$ cat src/mec_pkg.sv
package mec_pkg;

  // Field and register widths
  localparam int COORD_BITS = 12;
  localparam int FRAC_BITS  = 28;
  localparam int DIM_W      = 13;
  localparam int CNT_W      = 8;
  localparam int CFG_IDX_W  = 2;
  localparam int CFG_W      = 13;

  // Reset values of the registers
  localparam logic [DIM_W-1:0] WIDTH_RST  = DIM_W'(800);
  localparam logic [DIM_W-1:0] HEIGHT_RST = DIM_W'(600);
  localparam logic [CNT_W-1:0] LIMIT_RST  = CNT_W'(42);

  // Q4.FRAC_BITS datapath
  localparam int Q_W     = FRAC_BITS + 4;
  localparam int DIV_W   = COORD_BITS + FRAC_BITS;   // dividend / quotient
  localparam int PROD_W  = 2 * Q_W;                  // exact magnitude product
  localparam int TRUNC_W = PROD_W - FRAC_BITS;       // product after truncation
  localparam int TERM_W  = TRUNC_W + 1;              // signed truncated product
  localparam int SUM_W   = TRUNC_W + 3;              // update sums
  localparam int MAP_W   = DIV_W + 1;                // quotient minus offset
  localparam int SAT_W   = (MAP_W > SUM_W) ? MAP_W : SUM_W;
  localparam int STEP_W  = $clog2(DIV_W);

  localparam logic signed [SAT_W-1:0] SAT_HI =
    {{(SAT_W-Q_W+1){1'b0}}, {(Q_W-1){1'b1}}};
  localparam logic signed [SAT_W-1:0] SAT_LO =
    {{(SAT_W-Q_W+1){1'b1}}, {(Q_W-1){1'b0}}};

  // 1.5 and 0.5 in Q format
  localparam logic [MAP_W-1:0] RE_OFFSET = MAP_W'(3) << (FRAC_BITS - 1);
  localparam logic [MAP_W-1:0] IM_OFFSET = MAP_W'(1) << (FRAC_BITS - 1);

  // |z|^2 escape bound, 4.0
  localparam logic [TRUNC_W:0] ESC_BOUND = (TRUNC_W+1)'(4) << FRAC_BITS;

  typedef logic signed [Q_W-1:0] q_t;

  typedef enum logic [CFG_IDX_W-1:0] {
    REG_IMAGE_WIDTH     = 2'd0,
    REG_IMAGE_HEIGHT    = 2'd1,
    REG_ITERATION_LIMIT = 2'd2
  } cfg_reg_t;

  typedef struct packed {
    logic start;     // load dividends, clear dividers
    logic div_step;  // one quotient bit per lane
    logic map_c;     // form c, clear z and count
    logic mul;       // register the three products
    logic update;    // z = z*z + c, count + 1
    logic load_out;  // copy count to result register
  } mec_cmd_t;

  typedef struct packed {
    logic at_limit;  // count >= iteration_limit
    logic escaped;   // re^2 + im^2 >= 4
  } mec_sts_t;

  function automatic q_t sat_q(input logic signed [SAT_W-1:0] v);
    q_t r;
    if (v > SAT_HI) begin
      r = SAT_HI[Q_W-1:0];
    end else if (v < SAT_LO) begin
      r = SAT_LO[Q_W-1:0];
    end else begin
      r = v[Q_W-1:0];
    end
    return r;
  endfunction

endpackage

$ cat src/mec_ctrl.sv
module mec_ctrl (
  input  logic              clk,
  input  logic              rst,
  input  logic              in_valid,
  output logic              in_ready,
  output logic              out_valid,
  input  logic              out_ready,
  output mec_pkg::mec_cmd_t cmd,
  input  mec_pkg::mec_sts_t sts
);
  import mec_pkg::*;

  typedef enum logic [2:0] {
    S_IDLE,
    S_DIV,
    S_MAP,
    S_MUL,
    S_UPD,
    S_DONE
  } state_t;

  state_t            state;
  state_t            state_next;
  logic [STEP_W-1:0] steps;
  logic              out_free;

  assign in_ready = (state == S_IDLE);
  assign out_free = !out_valid || out_ready;

  always_comb begin
    cmd        = '0;
    state_next = state;
    case (state)
      S_IDLE: begin
        if (in_valid) begin
          cmd.start  = 1'b1;
          state_next = S_DIV;
        end
      end
      S_DIV: begin
        cmd.div_step = 1'b1;
        if (steps == STEP_W'(DIV_W - 1)) begin
          state_next = S_MAP;
        end
      end
      S_MAP: begin
        cmd.map_c  = 1'b1;
        state_next = S_MUL;
      end
      S_MUL: begin
        if (sts.at_limit) begin
          state_next = S_DONE;
        end else begin
          cmd.mul    = 1'b1;
          state_next = S_UPD;
        end
      end
      S_UPD: begin
        if (sts.escaped) begin
          state_next = S_DONE;
        end else begin
          cmd.update = 1'b1;
          state_next = S_MUL;
        end
      end
      S_DONE: begin
        if (out_free) begin
          cmd.load_out = 1'b1;
          state_next   = S_IDLE;
        end
      end
      default: begin
        state_next = S_IDLE;
      end
    endcase
  end

  always_ff @(posedge clk) begin
    if (rst) begin
      state     <= S_IDLE;
      steps     <= '0;
      out_valid <= 1'b0;
    end else begin
      state <= state_next;
      if (cmd.start) begin
        steps <= '0;
      end else if (cmd.div_step) begin
        steps <= steps + 1'b1;
      end
      if (cmd.load_out) begin
        out_valid <= 1'b1;
      end else if (out_ready) begin
        out_valid <= 1'b0;
      end
    end
  end
endmodule

$ cat config.mk
export PLATFORM = sky130hd
export DESIGN_NAME = mec_ctrl
export DESIGN_NICKNAME = d
export VERILOG_FILES = /design/src/mec_pkg.sv /design/src/mec_ctrl.sv
export SDC_FILE = /design/constraint.sdc
export NUM_CORES = 1
export LEC_CHECK = 0
export BUFFER_PORTS_ARGS = -buffer_cell sky130_fd_sc_hd__buf_2
export CAP_MARGIN = 30
export CORE_AREA = 2 2 39 41
export CTS_CLUSTER_DIAMETER = 120
export DETAILED_ROUTE_END_ITERATION = 8
export DIE_AREA = 0 0 41 43
export PLACE_DENSITY = 0.66
export SYNTH_ARGS = -nofsm -noshare
export SYNTH_HDL_FRONTEND = slang
export SYNTH_SLANG_ARGS = --single-unit
$ cat constraint.sdc
create_clock -name clk -period 2.1 [get_ports clk]
set_input_delay 0.525 -clock clk [delete_from_list [all_inputs] [get_ports clk]]
set_output_delay 0.525 -clock clk [all_outputs]
set_load 0.1 [all_outputs]
==> run metrics <==
Worst VDD drop=between 500 and 600 µV; slowest stage cell, crit path=dfxtp_1; Sink Count=10; mapped cell area=565.5 µm²; synthesis-to-layout area growth=44.91%; # hold bufs at CTS=0; PwrDens=677.0 nW/µm²; die height=approximately 43 µm; setup TNS=0 ns; delay-heaviest family, CP=flip-flops; share of cells above drive strength 1=roughly 35%; Post-synth EDFFs=0; I/O pin total=14; register share of total power=38.8%; maximum net fanout on the critical path=8; total track usage=17.52%; vias in the first global route=523; internal power=334.8 µW; clk_lat worst skew=0.27 ns; # port buffers=13; DRT antenna net count=0; critical path class=flop to output port; drt first pass iters=4; Slew HR=67.99%; Initial Util=around two fifths; post-CTS setup buffers=0; Distinct cells, synth=35; WP data required=1.57 ns; die area=1763 µm²; top-area cell type share of the netlist area=35.40%; Leak=0.3051 nW; core area=1384 µm²; Initial DRC Count=10; GRT overflow=0; first-pass GRT wire length=roughly 2.1 mm; vias per cell=5.674; max-slew violation count=0; post_cts resized=0; DRC viols=0; Total Nets Final=88; clk buf depth=2; CP max stage delay=0.45 ns; CP cell instances=or3b_4 -> inv_2 -> buf_12; Area contributors post-synth=dfxtp_1, a21oi_1, nor2b_1, or3_1, nand4b_1; Ys Warns=0; Min-Delay Path Class=primary input to flop; crit path buf inv count=2; register bit total from synthesis=10; worst r2r src=state[0]; initial antenna violation count=0; Final Cycle Share=95.48%; RSZ-0062 raised after global routing=no; RePlAce Congestion=a little over 0.7; CTS H-tree lvls=1; Clock power frac=24.9%; antenna cells=0; Pwr Total=554.8 µW; Clock transition at path regs=0.07 ns; Max Fclk=0.4987 GHz; Final Util=59.22%; nature of the critical path endpoint=output port; CTS tree=yes; sequential fraction of the synthesis area=35.40%; switch share=39.65%; Slew @ Worst Pin=0.4834 ns; crit path from=state[0]; Synth area leader=dfxtp_1; Placement Rows=14; status=finished, final reports clean; largest net degree at the start of global routing=15; clk root buf=clkbuf_4; hpwl dp=968.6 µm; crit path time final=2.005 ns; routed vias=539; max-cap violation count=0; FFs w/ async S/R, synth=0%; Die X=~41 µm; combinational share of power=36.3%; # setup viols final=0; cells after synthesis=66; Avg WL per Cell=13.59 µm; total CTS buffers=3; Synth Net Count=73; NetSw=220.0 µW; Critical Path Source Type=flop; DRT Wirelength=1.291 mm; Fin. Hold Viols=0; syn_area_per_cell=8.569 µm²; Post-synth top cells=dfxtp_1, a21oi_1; hold path start=rst; ys flop type=dfxtp_1; cell with the most instances after synthesis=dfxtp_1; Arrival @ worst endpoint=1.48 ns; clock skew=about 0.00032 ns
stage by stage:
| stage | std cells | hold slack [ns] | cell area (µm²) | setup WS [ns] |
|---|---|---|---|---|
| 2_1_floorplan | 66 | 0.4471 | 645.6 | -0.04803 |
| 3_3_place_gp | 92 | 0.4551 | 795.8 | 0.3546 |
| 3_5_place_dp | 92 | 0.4776 | 795.8 | 0.3229 |
| 4_1_cts | 95 | 0.4787 | 818.3 | 0.02114 |
| 5_1_grt | 95 | 0.4853 | 819.5 | 0.04108 |
| 6_report | 95 | 0.4792 | 819.5 | 0.09489 |
power by group through the flow:
stage | combinational, mW | clock, mW | sequential [mW]
global route | 0.210 | 0.144 | 0.217
floorplan | 0.158 | 0 | 0.211
global placement | 0.201 | 0 | 0.219
finish | 0.202 | 0.138 | 0.215
CTS | 0.203 | 0.140 | 0.215
detailed placement | 0.202 | 0 | 0.219
cell families after synthesis:
| group | count (synthesis) | share of synthesized area, % |
|---|---|---|
| and+or+nand+nor | 32 | 38.05 |
| adders and majority gates | 1 | 2.212 |
| buffers and inverters | 6 | 4.643 |
| AOI/OAI and AO/OA | 14 | 14.82 |
| xor gates and xnor gates | 2 | 3.098 |
| DFF | 10 | 35.40 |
| muxes | 1 | 1.770 |
final cells by class:
cell class                      instances  area [µm²]
Fill cell                             120       564.3
Multi-Input combinational cell         50       404.1
Clock buffer                            3       22.52
Inverter                                2       7.507
Sequential cell                        10       202.7
Timing Repair Buffer                   14       162.7
Tap cell                               16       20.02
worst register-to-register path: stages (launching register included):
cell	delay, ns
dfxtp_1	0.45
buf_4	0.25
nand2b_1	0.12
or4_1	0.51
a21oi_1	0.14
routing by layer:
| metal | share of wire (%) | up-vias | global-route usage (%) | wire length (µm) |
|---|---|---|---|---|
| met3 | 3.7 | 3 | 6.283 | 48 |
| met1 | 45 | 258 | 20.13 | 580 |
| met2 | 49 | 11 | 26.56 | 631 |
| met4 | 2.3 | 0 | 10.00 | 30 |
| met5 | 0 | - | 0 | 0 |
| li1 | - | 267 | - | - |
flip-flops by register name, summed over array words and instances, names as in the netlist:
| name | count |
|---|---|
| steps | 6 |
| out_valid | 1 |
| state | 3 |
layout by cell type, fill, tap and decap left out, drive strengths merged:
cell type,n
and4bb,1
or2,2
nand3,1
nand2b,2
or3,3
nand3b,1
a21oi,7
a22oi,1
dfxtp,10
and3b,1
nor2b,3
o31a,1
clkbuf,3
ha,1
inv,2
a31oi,1
o31ai,1
nand2,3
nor3b,2
nor4,1
or4,1
xnor2,2
mux2i,1
nor4b,2
nor2,3
o21ai,3
nor3,3
or3b,1
nand4b,2
buf,14
final timing paths:
kind / slack, ns / depth (start not counted) / end
setup / recovery: 0.09 / 3 / cmd[4]
hold / removal: 0.48 / 2 / state[2]
setup reg to reg: 0.57 / 4 / steps[5]
hold reg to reg: 0.48 / 2 / steps[5]
(Power assumes the default switching activity.)
